`config.mk`:
```
export PLATFORM = sky130hd
export DESIGN_NAME = parallel_adc_block_averager_core
export DESIGN_NICKNAME = d
export VERILOG_FILES = /design/src/rtl/pabavg_pkg.sv /design/src/rtl/pabavg_front.sv /design/src/rtl/pabavg_queue.sv /design/src/rtl/pabavg_back.sv /design/src/rtl/parallel_adc_block_averager_core.sv
export VERILOG_INCLUDE_DIRS = /design/src /design/src/rtl
export SDC_FILE = /design/constraint.sdc
export NUM_CORES = 1
export LEC_CHECK = 0
export ABC_AREA = 1
export BUFFER_PORTS_ARGS = -buffer_cell sky130_fd_sc_hd__buf_2
export CAP_MARGIN = 0
export CORE_MARGIN = 5
export CORE_UTILIZATION = 40
export DETAILED_ROUTE_END_ITERATION = 6
export PLACE_DENSITY = 0.62
export REMOVE_ABC_BUFFERS = 1
export SKIP_CTS_REPAIR_TIMING = 1
export SYNTH_ARGS = -nofsm -noshare
export SYNTH_HDL_FRONTEND = slang
export SYNTH_SLANG_ARGS = --single-unit
```
`constraint.sdc`:
```
create_clock -name clk_i -period 9.3 [get_ports clk_i]
set_input_delay 2.79 -clock clk_i [delete_from_list [all_inputs] [get_ports clk_i]]
set_output_delay 2.79 -clock clk_i [all_outputs]
set_load 0.05 [all_outputs]
```
`src/rtl/parallel_adc_block_averager_core_defines.svh`:
```
// Assertion macros for the parallel ADC block averager.
// Used by the top level; relies on clk_i and rst_ni in the enclosing module.
`ifndef PARALLEL_ADC_BLOCK_AVERAGER_CORE_DEFINES_SVH
`define PARALLEL_ADC_BLOCK_AVERAGER_CORE_DEFINES_SVH

`define PAB_ASSERT_CLK(lbl, prop, msg) \
  lbl: assert property (@(posedge clk_i) disable iff (!rst_ni) prop) else $error(msg);

`define PAB_ASSERT_IMPL(lbl, ante, cons, msg) \
  `PAB_ASSERT_CLK(lbl, (ante) |-> (cons), msg)

`endif

```
`src/rtl/pabavg_pkg.sv`:
```
`timescale 1ns / 1ps
// Shared types and constants for the parallel ADC block averager.
// No dependencies.
package pabavg_pkg;

  localparam int unsigned SampleBitsDef = 16;
  localparam int unsigned BusW          = 16;
  localparam int unsigned SumW          = 32;
  localparam int unsigned CountW        = 17;
  localparam int unsigned AvgW          = 16;
  localparam int unsigned CfgIdxW       = 2;
  localparam int unsigned CfgDataW      = 17;
  localparam int unsigned QueueDepthDef = 4;
  localparam int unsigned DivCntW       = $clog2(SumW);
  localparam logic [CountW-1:0] BlockSizeRst = CountW'(65537);

  typedef enum logic [CfgIdxW-1:0] {
    CFG_BLOCK_SIZE = 2'd0,
    CFG_BIT_ORDER  = 2'd1
  } cfg_reg_e;

  typedef enum logic [1:0] {
    BK_IDLE,
    BK_DIV,
    BK_DONE
  } back_state_e;

  typedef struct packed {
    logic              read_strobe;
    logic              convert_start_n;
    logic              avg_req;
    logic [SumW-1:0]   sum;
    logic [CountW-1:0] divisor;
  } job_t;

endpackage

```
`src/rtl/pabavg_front.sv`:
```
`timescale 1ns / 1ps
// Front end: accepts ticks, holds configuration, accumulates samples and
// queues one job per tick. Depends on pabavg_pkg.
module pabavg_front import pabavg_pkg::*; #(
  parameter int unsigned SAMPLE_BITS = SampleBitsDef
) (
  input  logic                clk_i,
  input  logic                rst_ni,
  input  logic                in_valid_i,
  output logic                in_ready_o,
  input  logic                busy_req_i,
  input  logic [BusW-1:0]     data_bus_i,
  input  logic                cfg_valid_i,
  output logic                cfg_ready_o,
  input  logic [CfgIdxW-1:0]  cfg_index_i,
  input  logic [CfgDataW-1:0] cfg_data_i,
  input  logic                full_i,
  output logic                push_o,
  output job_t                push_job_o
);

  logic [CountW-1:0]      block_size_q, block_size_d;
  logic                   bit_order_q, bit_order_d;
  logic [SumW-1:0]        sum_q, sum_d;
  logic [CountW-1:0]      count_q, count_d;
  logic [SAMPLE_BITS-1:0] sample_raw, sample_rev, sample;
  logic [SumW-1:0]        sum_add;
  logic [CountW-1:0]      count_inc, bs_eff;
  logic                   accept, blk_done, cfg_we;

  assign in_ready_o  = !full_i;
  assign cfg_ready_o = 1'b1;
  assign accept      = in_valid_i && !full_i;
  assign cfg_we      = cfg_valid_i;

  always_comb begin
    sample_raw = data_bus_i[SAMPLE_BITS-1:0];
    for (int i = 0; i < SAMPLE_BITS; i++) begin
      sample_rev[i] = sample_raw[SAMPLE_BITS-1-i];
    end
    sample    = bit_order_q ? sample_rev : sample_raw;
    sum_add   = sum_q + SumW'(sample);
    count_inc = count_q + CountW'(1);
    bs_eff    = (block_size_q == '0) ? CountW'(1) : block_size_q;
    blk_done  = !busy_req_i && (count_inc >= bs_eff);
  end

  always_comb begin
    push_o                     = accept;
    push_job_o.read_strobe     = !busy_req_i;
    push_job_o.convert_start_n = busy_req_i;
    push_job_o.avg_req         = blk_done;
    push_job_o.sum             = sum_add;
    push_job_o.divisor         = bs_eff;
  end

  always_comb begin
    sum_d   = sum_q;
    count_d = count_q;
    if (accept && !busy_req_i) begin
      if (blk_done) begin
        sum_d   = '0;
        count_d = '0;
      end else begin
        sum_d   = sum_add;
        count_d = count_inc;
      end
    end
  end

  always_comb begin
    block_size_d = block_size_q;
    bit_order_d  = bit_order_q;
    if (cfg_we) begin
      case (cfg_reg_e'(cfg_index_i))
        CFG_BLOCK_SIZE: block_size_d = cfg_data_i[CountW-1:0];
        CFG_BIT_ORDER:  bit_order_d  = cfg_data_i[0];
        default: ;
      endcase
    end
  end

  always_ff @(posedge clk_i or negedge rst_ni) begin
    if (!rst_ni) begin
      block_size_q <= BlockSizeRst;
      bit_order_q  <= 1'b0;
      sum_q        <= '0;
      count_q      <= '0;
    end else begin
      block_size_q <= block_size_d;
      bit_order_q  <= bit_order_d;
      sum_q        <= sum_d;
      count_q      <= count_d;
    end
  end

endmodule

```
`src/rtl/pabavg_queue.sv`:
```
`timescale 1ns / 1ps
// Short job queue between front and back ends.
// Depends on pabavg_pkg.
module pabavg_queue import pabavg_pkg::*; #(
  parameter int unsigned DEPTH = QueueDepthDef
) (
  input  logic clk_i,
  input  logic rst_ni,
  input  logic push_i,
  input  job_t push_job_i,
  output logic full_o,
  input  logic pop_i,
  output logic empty_o,
  output job_t head_o
);

  localparam int unsigned PtrW = (DEPTH > 1) ? $clog2(DEPTH) : 1;
  localparam int unsigned CntW = $clog2(DEPTH + 1);

  job_t            slot_q [DEPTH];
  logic [PtrW-1:0] wr_ptr_q, wr_ptr_d, rd_ptr_q, rd_ptr_d;
  logic [CntW-1:0] count_q, count_d;

  assign full_o  = (count_q == CntW'(DEPTH));
  assign empty_o = (count_q == '0);
  assign head_o  = slot_q[rd_ptr_q];

  always_comb begin
    wr_ptr_d = wr_ptr_q;
    rd_ptr_d = rd_ptr_q;
    count_d  = count_q;
    if (push_i) begin
      wr_ptr_d = (wr_ptr_q == PtrW'(DEPTH - 1)) ? '0 : wr_ptr_q + PtrW'(1);
    end
    if (pop_i) begin
      rd_ptr_d = (rd_ptr_q == PtrW'(DEPTH - 1)) ? '0 : rd_ptr_q + PtrW'(1);
    end
    case ({push_i, pop_i})
      2'b10:   count_d = count_q + CntW'(1);
      2'b01:   count_d = count_q - CntW'(1);
      default: count_d = count_q;
    endcase
  end

  always_ff @(posedge clk_i or negedge rst_ni) begin
    if (!rst_ni) begin
      wr_ptr_q <= '0;
      rd_ptr_q <= '0;
      count_q  <= '0;
    end else begin
      wr_ptr_q <= wr_ptr_d;
      rd_ptr_q <= rd_ptr_d;
      count_q  <= count_d;
    end
  end

  always_ff @(posedge clk_i) begin
    if (push_i) begin
      slot_q[wr_ptr_q] <= push_job_i;
    end
  end

endmodule

```
`src/rtl/pabavg_back.sv`:
```
`timescale 1ns / 1ps
// Back end: drains the job queue, runs the block divide one quotient bit
// per cycle and drives the output register. Depends on pabavg_pkg.
module pabavg_back import pabavg_pkg::*; (
  input  logic            clk_i,
  input  logic            rst_ni,
  input  logic            empty_i,
  input  job_t            head_i,
  output logic            pop_o,
  output logic            out_valid_o,
  input  logic            out_ready_i,
  output logic            read_strobe_o,
  output logic            convert_start_n_o,
  output logic [AvgW-1:0] average_o,
  output logic            average_valid_o
);

  back_state_e        state_q, state_d;
  logic [CountW-1:0]  rem_q, rem_d, div_q;
  logic [SumW-1:0]    quo_q, quo_d;
  logic [DivCntW-1:0] step_q, step_d;
  logic               job_strobe_q, job_csn_q;
  logic               out_valid_q, out_valid_d;
  logic               out_strobe_q, out_csn_q, out_avg_valid_q;
  logic [AvgW-1:0]    out_avg_q;
  logic [CountW:0]    trial;
  logic               trial_ge, slot_free;
  logic               div_load, load_pass, load_avg;

  assign slot_free = !out_valid_q || out_ready_i;

  always_comb begin
    state_d = state_q;
    case (state_q)
      BK_IDLE: if (!empty_i && head_i.avg_req) state_d = BK_DIV;
      BK_DIV:  if (step_q == DivCntW'(SumW - 1)) state_d = BK_DONE;
      BK_DONE: if (slot_free) state_d = BK_IDLE;
      default: state_d = BK_IDLE;
    endcase
  end

  always_comb begin
    div_load  = (state_q == BK_IDLE) && !empty_i && head_i.avg_req;
    load_pass = (state_q == BK_IDLE) && !empty_i && !head_i.avg_req && slot_free;
    load_avg  = (state_q == BK_DONE) && slot_free;
    pop_o     = div_load || load_pass;
  end

  always_comb begin
    trial    = {rem_q, quo_q[SumW-1]} - {1'b0, div_q};
    trial_ge = !trial[CountW];
    rem_d    = trial_ge ? trial[CountW-1:0] : {rem_q[CountW-2:0], quo_q[SumW-1]};
    quo_d    = {quo_q[SumW-2:0], trial_ge};
    step_d   = step_q + DivCntW'(1);
  end

  always_comb begin
    out_valid_d = out_valid_q;
    if (load_pass || load_avg) begin
      out_valid_d = 1'b1;
    end else if (out_ready_i) begin
      out_valid_d = 1'b0;
    end
  end

  always_ff @(posedge clk_i or negedge rst_ni) begin
    if (!rst_ni) begin
      state_q     <= BK_IDLE;
      out_valid_q <= 1'b0;
    end else begin
      state_q     <= state_d;
      out_valid_q <= out_valid_d;
    end
  end

  always_ff @(posedge clk_i) begin
    if (div_load) begin
      rem_q        <= '0;
      quo_q        <= head_i.sum;
      div_q        <= head_i.divisor;
      step_q       <= '0;
      job_strobe_q <= head_i.read_strobe;
      job_csn_q    <= head_i.convert_start_n;
    end else if (state_q == BK_DIV) begin
      rem_q  <= rem_d;
      quo_q  <= quo_d;
      step_q <= step_d;
    end
    if (load_pass) begin
      out_strobe_q    <= head_i.read_strobe;
      out_csn_q       <= head_i.convert_start_n;
      out_avg_q       <= '0;
      out_avg_valid_q <= 1'b0;
    end else if (load_avg) begin
      out_strobe_q    <= job_strobe_q;
      out_csn_q       <= job_csn_q;
      out_avg_q       <= quo_q[AvgW-1:0];
      out_avg_valid_q <= 1'b1;
    end
  end

  assign out_valid_o       = out_valid_q;
  assign read_strobe_o     = out_strobe_q;
  assign convert_start_n_o = out_csn_q;
  assign average_o         = out_avg_q;
  assign average_valid_o   = out_avg_valid_q;

endmodule

```
`src/rtl/parallel_adc_block_averager_core.sv`:
```
`timescale 1ns / 1ps
// Parallel ADC block averager: one result item per input tick. Ticks are
// taken one per clock into a job queue (QUEUE_DEPTH entries) while it is
// not full; a completing tick occupies the shared restoring divider, which
// yields one quotient bit per cycle, and following ticks queue behind it.
// Configuration writes are always taken and apply to the next tick.
`include "parallel_adc_block_averager_core_defines.svh"
module parallel_adc_block_averager_core import pabavg_pkg::*; #(
  parameter int unsigned SAMPLE_BITS = SampleBitsDef,
  parameter int unsigned QUEUE_DEPTH = QueueDepthDef
) (
  input  logic                clk_i,
  input  logic                rst_ni,
  input  logic                in_valid_i,
  output logic                in_ready_o,
  input  logic                busy_req_i,
  input  logic [BusW-1:0]     data_bus_i,
  output logic                out_valid_o,
  input  logic                out_ready_i,
  output logic                read_strobe_o,
  output logic                convert_start_n_o,
  output logic [AvgW-1:0]     average_o,
  output logic                average_valid_o,
  input  logic                cfg_valid_i,
  output logic                cfg_ready_o,
  input  logic [CfgIdxW-1:0]  cfg_index_i,
  input  logic [CfgDataW-1:0] cfg_data_i
);

  logic push, full, pop, empty;
  job_t push_job, head;

  pabavg_front #(
    .SAMPLE_BITS(SAMPLE_BITS)
  ) u_front (
    .clk_i       (clk_i),
    .rst_ni      (rst_ni),
    .in_valid_i  (in_valid_i),
    .in_ready_o  (in_ready_o),
    .busy_req_i  (busy_req_i),
    .data_bus_i  (data_bus_i),
    .cfg_valid_i (cfg_valid_i),
    .cfg_ready_o (cfg_ready_o),
    .cfg_index_i (cfg_index_i),
    .cfg_data_i  (cfg_data_i),
    .full_i      (full),
    .push_o      (push),
    .push_job_o  (push_job)
  );

  pabavg_queue #(
    .DEPTH(QUEUE_DEPTH)
  ) u_queue (
    .clk_i      (clk_i),
    .rst_ni     (rst_ni),
    .push_i     (push),
    .push_job_i (push_job),
    .full_o     (full),
    .pop_i      (pop),
    .empty_o    (empty),
    .head_o     (head)
  );

  pabavg_back u_back (
    .clk_i             (clk_i),
    .rst_ni            (rst_ni),
    .empty_i           (empty),
    .head_i            (head),
    .pop_o             (pop),
    .out_valid_o       (out_valid_o),
    .out_ready_i       (out_ready_i),
    .read_strobe_o     (read_strobe_o),
    .convert_start_n_o (convert_start_n_o),
    .average_o         (average_o),
    .average_valid_o   (average_valid_o)
  );

  `PAB_ASSERT_IMPL(a_avg_read, out_valid_o && average_valid_o, read_strobe_o, "no read")
  `PAB_ASSERT_IMPL(a_strobe_cs, out_valid_o, read_strobe_o != convert_start_n_o, "cs_n clash")
  `PAB_ASSERT_IMPL(a_avg_zero, out_valid_o && !average_valid_o, average_o == '0, "stray average")

endmodule

```
=== Yosys cells after proc, flatten, opt, wreduce, memory -nomap -nowiden ===
Memories as Yosys holds them, arrays and structs flattened.
Index checks and enable logic that the tools add are counted.

* Add/sub/neg operators: 8
* Multipliers: 0
* Div/mod/pow operators: 0
* Order comparisons: 1
* Equality and inequality tests: 12
* Shift operators: 0
* Mux-type cells: 22
* Bitwise gates (word level): 0
* Reductions and logical operators: 29

{| class="wikitable"
|+ Operators with widths
! operator !! number
|-
| 32-bit 2-to-1 mux || 3
|-
| 17-bit 2-to-1 mux || 3
|-
| 32-bit by 16-bit adder with 32-bit output || 1
|-
| 18-bit by 17-bit subtractor with 18-bit output || 1
|-
| 17-bit by 1-bit adder with 17-bit output (second input constant) || 1
|-
| 17-bit greater-or-equal comparator || 1
|-
| 17-bit zero test || 1
|-
| 16-bit 2-to-1 mux || 1
|-
| 2-bit 2-to-1 mux || 5
|-
| 1-bit logical AND || 9
|-
| 2-bit equality test (second input constant) || 4
|-
| 1-bit 2-to-1 mux || 8
|-
| 2-bit nonzero test || 4
|-
| 2-bit by 1-bit equality test with 1-bit output (second input constant) || 3
|-
| 1-bit zero test || 6
|-
| 2-bit by 1-bit inequality test with 1-bit output (second input constant) || 3
|-
| 2-bit case mux with 3 select lines || 1
|-
| 3-bit case mux with 2 select lines || 1
|-
| 5-bit by 1-bit adder with 5-bit output (second input constant) || 1
|-
| 5-bit equality test (second input constant) || 1
|-
| 2-bit by 1-bit adder with 2-bit output (second input constant) || 2
|-
| 2-bit zero test || 2
|-
| 2-bit AND reduction || 2
|-
| 3-bit by 1-bit adder with 3-bit output (second input constant) || 1
|-
| other kinds (5) || 7
|}

* Flip-flop bits (word level): 169
* Latch bits: 0
* RAM bits: 208
* Bits in read-only memories: 0
* Bits of input ports: 41
* Output and inout port bits: 22
* Logic and storage cells: 92
* Memories: 1

{| class="wikitable"
|+ Memory list
! memory !! depth !! bits a word !! rd ports !! clocked after memory_dff !! write ports !! RTL line !! text
|-
| u_queue.slot_q || 4 || 52 || 1 || 0 || 1 || pabavg_queue.sv:20 || <nowiki>job_t slot_q [DEPTH];</nowiki>
|}

=== Longest topological paths before layout ===
Gate-level depths: netlist (run 1).

* Depth in word-level cells: 8
* Depth in mapped cells: 20
* Depth with buffers taken out: 18

=== Hierarchy ===
A second synthesis (run 1) with hierarchy kept.

* Cell total of the unflattened synthesis: 2173
* Area, all modules: 19321.0 µm²

{| class="wikitable"
|+ Modules (own cells, without submodules)
! module !! instances !! cells each !! area each (µm²) !! sequential area each (µm²)
|-
| pabavg_queue || 1 || 661 || 8675.8 || 6421.2
|-
| pabavg_front || 1 || 863 || 5536.6 || 1679.1
|-
| pabavg_back || 1 || 649 || 5108.6 || 2447.3
|}

=== Worst setup path before layout (run 1) ===
OpenSTA, ideal clock, no wires.

* Path type: input to register
* From: in in_valid_i
* To: mem u_queue.slot_q[0][0] (netlist name) (enable)
* Setup time: 462 ps
* Arrival time: 5127 ps
* Data required time: 8838 ps
* Setup slack: 3711 ps
* Stages: 2
* Buffers on the path: 0
* Cells stage by stage: nand2_2 nor2_1

* Longest elaborated chain between the ends: 3

{| class="wikitable"
|+ Ends and longest elaborated chain
! what !! RTL line !! text
|-
| from (decl) || parallel_adc_block_averager_core.sv:14 || <nowiki>input logic in_valid_i,</nowiki>
|-
| 1-bit logical AND || pabavg_front.sv:33 || <nowiki>assign accept = in_valid_i && !full_i;</nowiki>
|-
| 1-bit 2-to-1 mux || pabavg_queue.sv:58 || <nowiki>if (push_i) begin</nowiki>
|-
| 1-bit 2-to-1 mux (not written as such) || pabavg_queue.sv:59 || <nowiki>slot_q[wr_ptr_q] <= push_job_i;</nowiki>
|-
| to (decl) || pabavg_queue.sv:20 ||
|}

No other way between the ends.

=== Worst setup path after layout (run 1) ===
* From: in out_ready_i
* To: reg u_queue.count_q[2]

* Longest elaborated chain between the ends: 5
* Elaborated cells on any way between the ends: 7
* Those cells by class: eq/ne (2); mux (1); reduce/logical (4)

{| class="wikitable"
|+ Ends and longest elaborated chain
! what !! RTL line !! text
|-
| from (decl) || parallel_adc_block_averager_core.sv:19 || <nowiki>input logic out_ready_i,</nowiki>
|-
| 1-bit logical OR (*) || pabavg_back.sv:30 || <nowiki>assign slot_free = !out_valid_q || out_ready_i;</nowiki>
|-
| 1-bit logical AND (*) || pabavg_back.sv:44 || <nowiki>load_pass = (state_q == BK_IDLE) && !empty_i && !head_i.avg_req && slot_free;</nowiki>
|-
| 1-bit logical OR (*) || pabavg_back.sv:46 || <nowiki>pop_o = div_load || load_pass;</nowiki>
|-
| via pop || parallel_adc_block_averager_core.sv:30 || <nowiki>logic push, full, pop, empty;</nowiki>
|-
| 2-bit by 1-bit equality test with 1-bit output / 2-bit equality test (equally long branches) || pabavg_queue.sv:38 || <nowiki>case ({push_i, pop_i})</nowiki>
|-
| 3-bit case mux with 2 select lines / 2-bit nonzero test (equally long branches) || -- ||
|-
| to (signal assigned) || pabavg_queue.sv:53 || <nowiki>count_q <= count_d;</nowiki>
|-
| to (decl) || pabavg_queue.sv:22 || <nowiki>logic [CntW-1:0] count_q, count_d;</nowiki>
|}

Mark *: on every way through the listed nets, which the timed path passes. The rest lies on a longest branch.
A chain may end at the register's enable or synchronous reset.

==> results of run 1 <==
-- placed cells by master (no fill, tap or decap), types with 4 or more instances in the layout --
master     netlist  routed
nand2_1        519     519
edfxtp_1       261     261
inv_1          245     245
nor2_1         244     240
o21ai_0        154     154
nand3_1        107     107
dfrtp_1         75      74
buf_2           18      60
ha_1            59      59
a21oi_1         55      55
clkbuf_16        0      40
dfxtp_1         39      39
o22ai_1         36      36
xor2_1          27      27
nor3_1          17      17
a31oi_1         16      16
nand4_1         14      14
buf_4            7      14
nand3b_1        11      11
xnor2_1         10      10
o21ai_1          8       8
nor2_4           3       7
clkbuf_1        58       7
clkinv_2         0       6
clkbuf_8         0       5
nand3_2          4       4
o21bai_1         4       4
inv_2            4       4
bufinv_16        0       4
-- state kept, by name, indices dropped and copies added (netlist names) --
name and cells:
u_queue.slot_q 208, u_back.quo_q 32, u_front.sum_q 32, u_back.div_q 17
u_back.rem_q 17, u_front.block_size_q 17, u_front.count_q 17, u_back.average_o 16
u_back.step_q 5, u_queue.count_q 3, u_back.state_q 2, u_queue.rd_ptr_q 2
u_queue.wr_ptr_q 2, u_back.average_valid_o 1, u_back.convert_start_n_o 1, u_back.job_csn_q 1
u_back.job_strobe_q 1, u_back.out_valid_o 1, u_back.read_strobe_o 1, u_front.bit_order_q 1
-- power groups by stage --
stage / clock, mW / combinational (mW) / sequential, mW
after CTS: 1.65 / 2.83 / 2.76
after global placement: 0 / 2.76 / 2.77
after detailed placement: 0 / 2.82 / 2.79
final: 1.62 / 2.81 / 2.76
after global routing: 1.73 / 3.19 / 2.81
after floorplan: 0 / 1.81 / 2.91
-- how the worst min path moves through the flow --
stage / start / to / slack (ns) / depth (start not counted)
CTS: u_back.rem_q[10] / u_back.rem_q[10] / 0.47 / 2
floorplan: u_back.rem_q[0] / u_back.rem_q[0] / 0.45 / 2
global placement: u_back.rem_q[8] / u_back.rem_q[8] / 0.46 / 2
finish: u_back.rem_q[5] / u_back.rem_q[5] / 0.47 / 2
detailed placement: u_back.rem_q[10] / u_back.rem_q[10] / 0.46 / 2
global route: u_back.rem_q[10] / u_back.rem_q[10] / 0.50 / 2
-- final cells by class --
cell class / count / area share, %
clock inverters: 22 / 1.259
inverters: 249 / 4.543
diodes: 2 / 0.02433
flip-flops and latches: 377 / 51.27
clock buffers: 52 / 5.327
well taps: 600 / 3.649
multi-input cells: 1321 / 31.96
repair buffers: 74 / 1.970
-- cells by family (layout without fill, tap and decap cells) --
logic type / after synthesis / count (layout) / share of synthesized area (%)
flops: 377 / 377 / 57.18
other cells: 1 / 3 / 0.02033
buf+inv: 338 / 397 / 7.345
fa+ha+maj: 62 / 62 / 4.327
compound gates: 281 / 281 / 8.180
simple gates: 940 / 940 / 21.20
xor+xnor: 37 / 37 / 1.757
-- stage by stage --
| step | instances | total power [mW] | hold slack, ns | worst slack (ns) |
|---|---|---|---|---|
| after global placement | 2621 | 5.534 | 0.4617 | 4.030 |
| after floorplan | 1947 | 4.714 | 0.4482 | 3.711 |
| after detailed placement | 2621 | 5.606 | 0.4646 | 3.988 |
| final | 2697 | 7.183 | 0.4720 | 4.567 |
| after global routing | 2695 | 7.727 | 0.4958 | 4.341 |
| after CTS | 2695 | 7.243 | 0.4727 | 4.560 |
-- tightest hold or removal path: stages, from the launching register on --
cell and delay (ns):
dfxtp_1 0.32, nand2_1 0.06, nand2_1 0.05
-- routing by layer --
metal / vias up / global-route usage, % / routed length [um]
li1: 6738 / - / -
met1: 6341 / 25.02 / 20930
met2: 287 / 26.18 / 18840
met3: 57 / 2.388 / 2170
met4: 0 / 3.536 / 661
met5: - / 0 / 0
==> results_dict.tcl, run 1 <==
set metrics [dict create \
    peakVddDrop_uv 184.7 \
    multi_input_area_um2 6575 \
    cts-root-buf "clkbuf_16" \
    skew_ns 0.02459 \
    crit_top_cell "inv_1" \
    seq_power_share_pct 38.4 \
    gp_congestion 0.8993 \
    placed_cell_area_um2 19210 \
    antenna_found_initial 0 \
    final_hold_viol_count 0 \
    drv_slew 0 \
    rr_worst_depth 15 \
    worstMarginPinSlew_ns 1.070 \
    critPathLaunch "out_ready_i" \
    cp_num_buf_inv 3 \
    swShare_pct 40.15 \
    route.vias.total 13420 \
    max-slew-margin-rel_pct 28.48 \
    cp_slowest_cell "nand3_1" \
    area_growth_pct 11.53 \
    drt_iter0_drc 858 \
    ant_nets 0 \
    synth_top_flop_cell "edfxtp_1" \
    yosys-top-cells-count "nand2_1 (519), edfxtp_1 (261), inv_1 (245)" \
    powerDensity_nw_per_um2 349.1 \
    crit_arrival_ns 5.14 \
    via_per_inst 4.977 \
    ys_top_cells_by_area "edfxtp_1 (42%), nand2_1 (11%), dfrtp_1 (10%), inv_1 (5.0%), nor2_1 (5.0%)" \
    synth_top_area_cell "edfxtp_1" \
    synthCells 2036 \
    rsz0062_at_grt "false" \
    r2r_end "u_queue.slot_q[1][49]" \
    min_period_ns 4.733 \
    setup_viol 0 \
    cts.path.max_buffers 3 \
    grt_overflow 0 \
    cp_cell_sequence "buf_2 -> nor2_1 -> inv_1 -> nand3_1 -> nand2_1 -> ha_1 -> inv_1 -> fa_1 -> a21oi_1 -> o21ai_0 -> xnor2_1" \
    p_int_mw 4.299 \
    grt_pass1_wl_um 68550 \
    yosysWarnings 0 \
    async_flop_share_pct 20.42 \
    design.portCount 63 \
    initial_utilization_pct 40.56 \
    dieWidth_um 224.8 \
    synth_cell_types 47 \
    grt_use_total_pct 16.75 \
    first_pass_iters 7 \
    fin_nets 2166 \
    clkSlewWorstSetupHoldPaths_ns 0.06 \
    utilization_pct 45.24 \
    final_cell_area_um2 20570 \
    grt_pass1_vias 12770 \
    regToRegStartpoint "u_front.count_q[0]" \
    drive_above_1_share_pct 8.019 \
    leakagePower_nw 9.167 \
    drcViolationCount 0 \
    cts_max_level 2 \
    dpl.hpwl_um 28190 \
    avgSynthCellArea_um2 9.061 \
    fin_crit_sh_pct 50.89 \
    status "finished, final reports clean" \
    power.switching_mw 2.884 \
    path_class "in -> reg" \
    cap_violations 0 \
    crit_family "simple AND/OR/NAND/NOR gates" \
    clkPwrFrac_pct 22.5 \
    slowest_delay_ns 0.66 \
    clock_latency_ns 0.55 \
    synth_top_area_share_pct 42.49 \
    yosysMostFrequentCell "nand2_1" \
    cts.sinks 377 \
    fill_cells 4398 \
    r2r_slack_ns 5.22 \
    cts_tree "built" \
    seq_area_frac_synth_pct 57.18 \
    worstPathRequired_ns 9.71 \
    hold_path_class "reg -> reg" \
    routedWlPerCell_um 15.80 \
    netlist_area_um2 18450 \
    tns_ns 0 \
    numCtsBuffers 40 \
    crit_end "u_queue.count_q[2]" \
    grt_start_max_net_pins 91 \
    die_y_um 224.8 \
    register_area_um2 10550 \
    dieArea_um2 50510 \
    max_freq_mhz 211.3 \
    synth-edff-count 261 \
    cp.depth 11 \
    core_um2 45480 \
    cp-end-kind "flip-flop" \
    worstSetupStartpointType "input port" \
    rows 78 \
    p_comb_share_pct 39.1 \
    ys_ff_latch 377 \
    io_buffers 61 \
    wl_um 42610 \
    cp_max_fo 22 \
]
No activity file was read; power rests on OpenSTA's default activity.
==> run 2, diff against run 1 <==
==> constraint.sdc (replaced) <==
create_clock -name clk_i -period 4.5 [get_ports clk_i]
set_input_delay 1.35 -clock clk_i [delete_from_list [all_inputs] [get_ports clk_i]]
set_output_delay 1.35 -clock clk_i [all_outputs]
set_load 0.05 [all_outputs]
==> run 2 against run 1 <==
Compared with the run above: core utilization grew 0.069 points; sequential share of layout area shrank 0.078 points; largest power group unchanged; via count grew 0.87%.
==> results_dict.tcl, run 2 (synthesis gave the netlist of run 1 again) <==
set metrics [dict create \
    routedWlPerCell_um 16.11 \
    min_period_ns 3.674 \
    clock_latency_ns 0.56 \
    regMostFlops "u_queue.slot_q" \
    place_ws_ns 0.8344 \
    cts.path.max_buffers 3 \
    design.portCount 63 \
    core_um2 45480 \
    register_area_um2 10550 \
    grt_start_max_net_pins 83 \
    grt_use_total_pct 17.07 \
    route.vias.total 13540 \
    skew_ns 0.01717 \
    leakagePower_nw 9.190 \
    wl_um 43600 \
    cp-end-kind "flip-flop" \
    io_buffers 61 \
    crit_top_cell "nand2_1" \
    die_y_um 224.8 \
    cts.sinks 377 \
    cp_slowest_cell "nand2_1" \
    dpl.hpwl_um 29000 \
    cts_tree "built" \
    gp_congestion 0.9014 \
    path_class "reg -> reg" \
    cts_max_level 2 \
    worstMarginPinSlew_ns 1.063 \
    dieWidth_um 224.8 \
    crit_family "simple AND/OR/NAND/NOR gates" \
    max-slew-margin-rel_pct 28.95 \
    slowest_delay_ns 0.66 \
    multi_input_area_um2 6575 \
    drv_slew 0 \
    initial_utilization_pct 40.56 \
    total_power_mw 14.84 \
    grt_pass1_wl_um 69180 \
    cp_num_buf_inv 2 \
    reg.largest.list "u_queue.slot_q (208), u_back.quo_q (32), u_front.sum_q (32)" \
    rows 78 \
    grt_pass1_vias 12840 \
    numCtsBuffers 41 \
    cts-root-buf "clkbuf_16" \
    setup_viol 0 \
    final_common_cell "nand2_1" \
    status "finished, final reports clean" \
    peakVddDrop_uv 401.7 \
    powerDensity_nw_per_um2 720.0 \
    final_hold_viol_count 0 \
    cap_violations 0 \
    cp_cell_sequence "ha_1 -> nand3_2 -> or2_1 -> nor2_8 -> nand3_4 -> xor2_1 -> inv_1 -> ha_1 -> nand2_1 -> o21bai_1 -> nand2_1 -> a21oi_1 -> nand4_1 -> nand2_1 -> inv_1" \
    ant_nets 0 \
    worstPathRequired_ns 4.74 \
    diodes 0 \
    max_freq_mhz 272.2 \
    dieArea_um2 50510 \
    largest_reg_flops 208 \
    via_per_inst 5.004 \
    drt_iter0_drc 1158 \
    fill_cells 4425 \
    layout_common_cells "nand2_1 (519), edfxtp_1 (261), inv_1 (245), nor2_1 (240), o21ai_0 (154)" \
    crit_arrival_ns 3.92 \
    grt_overflow 0 \
    cp_max_fo 17 \
    drive_above_1_share_pct 8.262 \
    drcViolationCount 0 \
    worstSetupStartpointType "flip-flop" \
    clkSlewWorstSetupHoldPaths_ns 0.06 \
    fin_nets 2176 \
    first_pass_iters 5 \
    antenna_found_initial 1 \
    rsz0062_at_grt "false" \
    finalWorstSetupSlack_ns 0.8258 \
    area_growth_pct 11.70 \
    hold_path_class "reg -> reg" \
    fin_crit_sh_pct 81.65 \
]
[run 2: changes by cell type in the layout (fill, tap and decap cells not counted), moves of 3 or more]
cell | previous run | this run
buf_4 | 14 | 22
clkbuf_16 | 40 | 43
clkbuf_8 | 5 | 2
clkinv_8 | 3 | 0
clkbuf_1 | 7 | 11
[run 2: power breakdown]
group,total [mW],internal [mW],switching [mW]
combinational,5.89,1.75,4.14
sequential,5.66,5.19,0.463
clock,3.29,1.91,1.38
[run 2: layer usage]
layer  share of wire, %  track usage, %
met5              0.037               0
met4                1.8           4.537
met1                 49           25.58
met2                 43           25.94
met3                5.9           2.715
[run 2: worst register-to-register path: cells and delay by family, from the launching register on]
kind / cells / cell delay, ns
buf+inv: 2 / 0.26
compound gates: 2 / 0.25
flops: 1 / 0.45
fa+ha+maj: 2 / 0.54
simple gates: 8 / 1.71
xor+xnor: 1 / 0.15
[run 2: layout make-up]
type / count / area share, %
clock buffers: 56 / 5.556
flip-flops and latches: 377 / 51.19
inverters: 249 / 4.536
repair buffers: 83 / 2.356
clock inverters: 20 / 0.8076
well taps: 600 / 3.643
multi-input cells: 1321 / 31.91
[run 2: final timing paths]
path                                           end                from  slack (ns)  depth (start not counted)
hold / removal                    u_back.rem_q[10]    u_back.rem_q[10]        0.47                          2
min in group asynchronous      u_front.count_q[10]              rst_ni        0.78                          1
hold reg to reg                   u_back.rem_q[10]    u_back.rem_q[10]        0.47                          2
setup reg to reg             u_queue.slot_q[2][49]  u_front.count_q[0]        0.83                         15
max in group asynchronous  u_front.block_size_q[0]              rst_ni        2.96                          2
setup / recovery             u_queue.slot_q[2][49]  u_front.count_q[0]        0.83                         15
[run 2: metrics by stage]
step                instance area, um2  TNS (ns)  utilization (%)  hold WS, ns  std cells
finish                           20610         0            45.31       0.4720       2706
global placement                 19290         0            42.43       0.4605       2630
global route                     20610         0            45.31       0.4975       2706
detailed placement               19290         0            42.43       0.4631       2630
floorplan                        18030    -35.93                -       0.4482       1947
CTS                              20610         0            45.31       0.4734       2706
==> run 3, diff against run 2 <==
--- a/config.mk
+++ b/config.mk
@@ -12,7 +12,7 @@
 export CORE_MARGIN = 5
 export CORE_UTILIZATION = 40
 export DETAILED_ROUTE_END_ITERATION = 6
-export PLACE_DENSITY = 0.62
+export PLACE_DENSITY = 0.65
 export REMOVE_ABC_BUFFERS = 1
 export SKIP_CTS_REPAIR_TIMING = 1
 export SYNTH_ARGS = -nofsm -noshare
==> constraint.sdc (replaced) <==
create_clock -name clk_i -period 3 [get_ports clk_i]
set_input_delay 0.9 -clock clk_i [delete_from_list [all_inputs] [get_ports clk_i]]
set_output_delay 0.9 -clock clk_i [all_outputs]
set_load 0.05 [all_outputs]
==> run 3 against run 2 <==
Compared with the run above: non-clock buffer count rose by 53; die area is the same; worst setup slack worse by 0.68 ns; critical path type unchanged; critical endpoint is now u_front.count_q[15]; routed wire length is 0.46% higher; fmax up 29%.
==> results_dict.tcl, run 3 (synthesis gave the netlist of run 1 again) <==
set metrics [dict create \
    hold_path_class "in -> async" \
    dieWidth_um 224.8 \
    core_um2 45480 \
    grt_pass1_wl_um 69700 \
    first_pass_iters 5 \
    place_ws_ns -0.09452 \
    design.portCount 63 \
    peakVddDrop_uv 645.0 \
    die_y_um 224.8 \
    setup_viol 0 \
    ant_nets 0 \
    worstMarginPinSlew_ns 0.6232 \
    cts-root-buf "clkbuf_16" \
    clock_latency_ns 0.54 \
    whs_ns 0.3249 \
    drive_above_1_share_pct 11.33 \
    finalWorstSetupSlack_ns 0.1439 \
    tns_ns 0 \
    fill_cells 4260 \
    drt_iter0_drc 986 \
    drcViolationCount 0 \
    diodes 0 \
    route.vias.total 13740 \
    cp-end-kind "flip-flop" \
    cp_max_fo 15 \
    slowest_delay_ns 0.36 \
    worstSetupStartpointType "flip-flop" \
    max-slew-margin-rel_pct 58.45 \
    dpl.hpwl_um 29540 \
    antenna_found_initial 0 \
    regMostFlops "u_queue.slot_q" \
    reg.largest.list "u_queue.slot_q (208), u_back.quo_q (32), u_front.sum_q (32)" \
    cts_tree "built" \
    wl_um 43800 \
    fin_crit_sh_pct 95.20 \
    largest_reg_flops 208 \
    initial_utilization_pct 40.56 \
    path_class "reg -> reg" \
    fin_nets 2227 \
    utilization_pct 46.78 \
    clkSlewWorstSetupHoldPaths_ns 0.06 \
    io_buffers 61 \
    crit_top_cell "nand2_1" \
    numCtsBuffers 39 \
    grt_start_max_net_pins 85 \
    drv_slew 0 \
    gp_congestion 0.8876 \
    cp_cell_sequence "ha_2 -> nand3_2 -> or2_4 -> buf_4 -> o21ai_2 -> nand2_2 -> ha_4 -> nand2_1 -> nor2_2 -> and2_4 -> nand4_1 -> nand4_1 -> buf_6 -> nor2_4 -> buf_12 -> buf_12 -> nand2_1 -> nand2_1" \
    leakagePower_nw 9.487 \
    worstPathRequired_ns 3.42 \
    powerDensity_nw_per_um2 1071 \
    rr_worst_depth 18 \
    area_growth_pct 15.32 \
    cts_max_level 2 \
    final_hold_viol_count 0 \
    min_period_ns 2.856 \
    grt_overflow 0 \
    cp_slowest_cell "dfrtp_1" \
    layout_common_cells "nand2_1 (516), edfxtp_1 (261), inv_1 (245), nor2_1 (238), o21ai_0 (152)" \
    grt_use_total_pct 17.00 \
    grt_pass1_vias 13000 \
    skew_ns 0.01658 \
    final_common_cell "nand2_1" \
    cts.path.max_buffers 3 \
    via_per_inst 4.988 \
    crit_arrival_ns 3.28 \
    status "finished, final reports clean" \
    max_freq_mhz 350.1 \
    cts.sinks 377 \
    routedWlPerCell_um 15.90 \
    rows 78 \
    cap_violations 0 \
    dieArea_um2 50510 \
]
## run 3: critical path, delay by kind of cell, from the launching register on
kind                     cells  cell delay [ns]
AND/OR/NAND/NOR             11             1.18
buffers and inverters        4             0.58
AO/OA/AOI/OAI                1             0.14
flip-flops                   1             0.36
adder cells (fa/ha/maj)      2             0.48
## run 3: worst paths after layout
kind	from	end	slack (ns)
worst min register to register	u_back.rem_q[11]	u_back.rem_q[11]	0.47
max in group asynchronous	rst_ni	u_front.block_size_q[16]	1.98
worst max-delay path	u_front.count_q[1]	u_front.count_q[15]	0.14
worst max register to register	u_front.count_q[1]	u_front.count_q[15]	0.14
min in group clk_i	u_back.rem_q[11]	u_back.rem_q[11]	0.47
worst min-delay path	rst_ni	u_front.count_q[11]	0.32
## run 3: metrics by stage
step / power [mW] / std cells / instance area [um2]
after global placement: 17.80 / 2674 / 19760
after global routing: 24.52 / 2754 / 21270
after detailed placement: 18.05 / 2674 / 19760
after CTS: 22.88 / 2745 / 21040
final: 22.78 / 2754 / 21270
after floorplan: 14.61 / 1947 / 18030
## run 3: cell type report
class	count	area [um2]	share of cell area, %
clock buffers	55	1117	5.252
clock inverters	16	155.1	0.7293
inverters	249	934.6	4.393
multi-input cells	1321	6691	31.45
flip-flops and latches	377	10550	49.59
well taps	600	750.7	3.529
repair buffers	136	1076	5.058
## run 3: report_power, final
group / total (mW) / internal (mW) / switching (mW)
sequential: 8.45 / 7.78 / 0.673
combinational: 9.55 / 3.16 / 6.39
clock: 4.79 / 2.79 / 2.00
## run 3: routing by layer
metal	vias to the layer above	global-route usage [%]	routed length [um]
met4	0	3.752	733
met3	55	2.676	2487
li1	6883	-	-
met2	301	26.96	19710
met1	6499	24.86	20860
met5	-	0	0
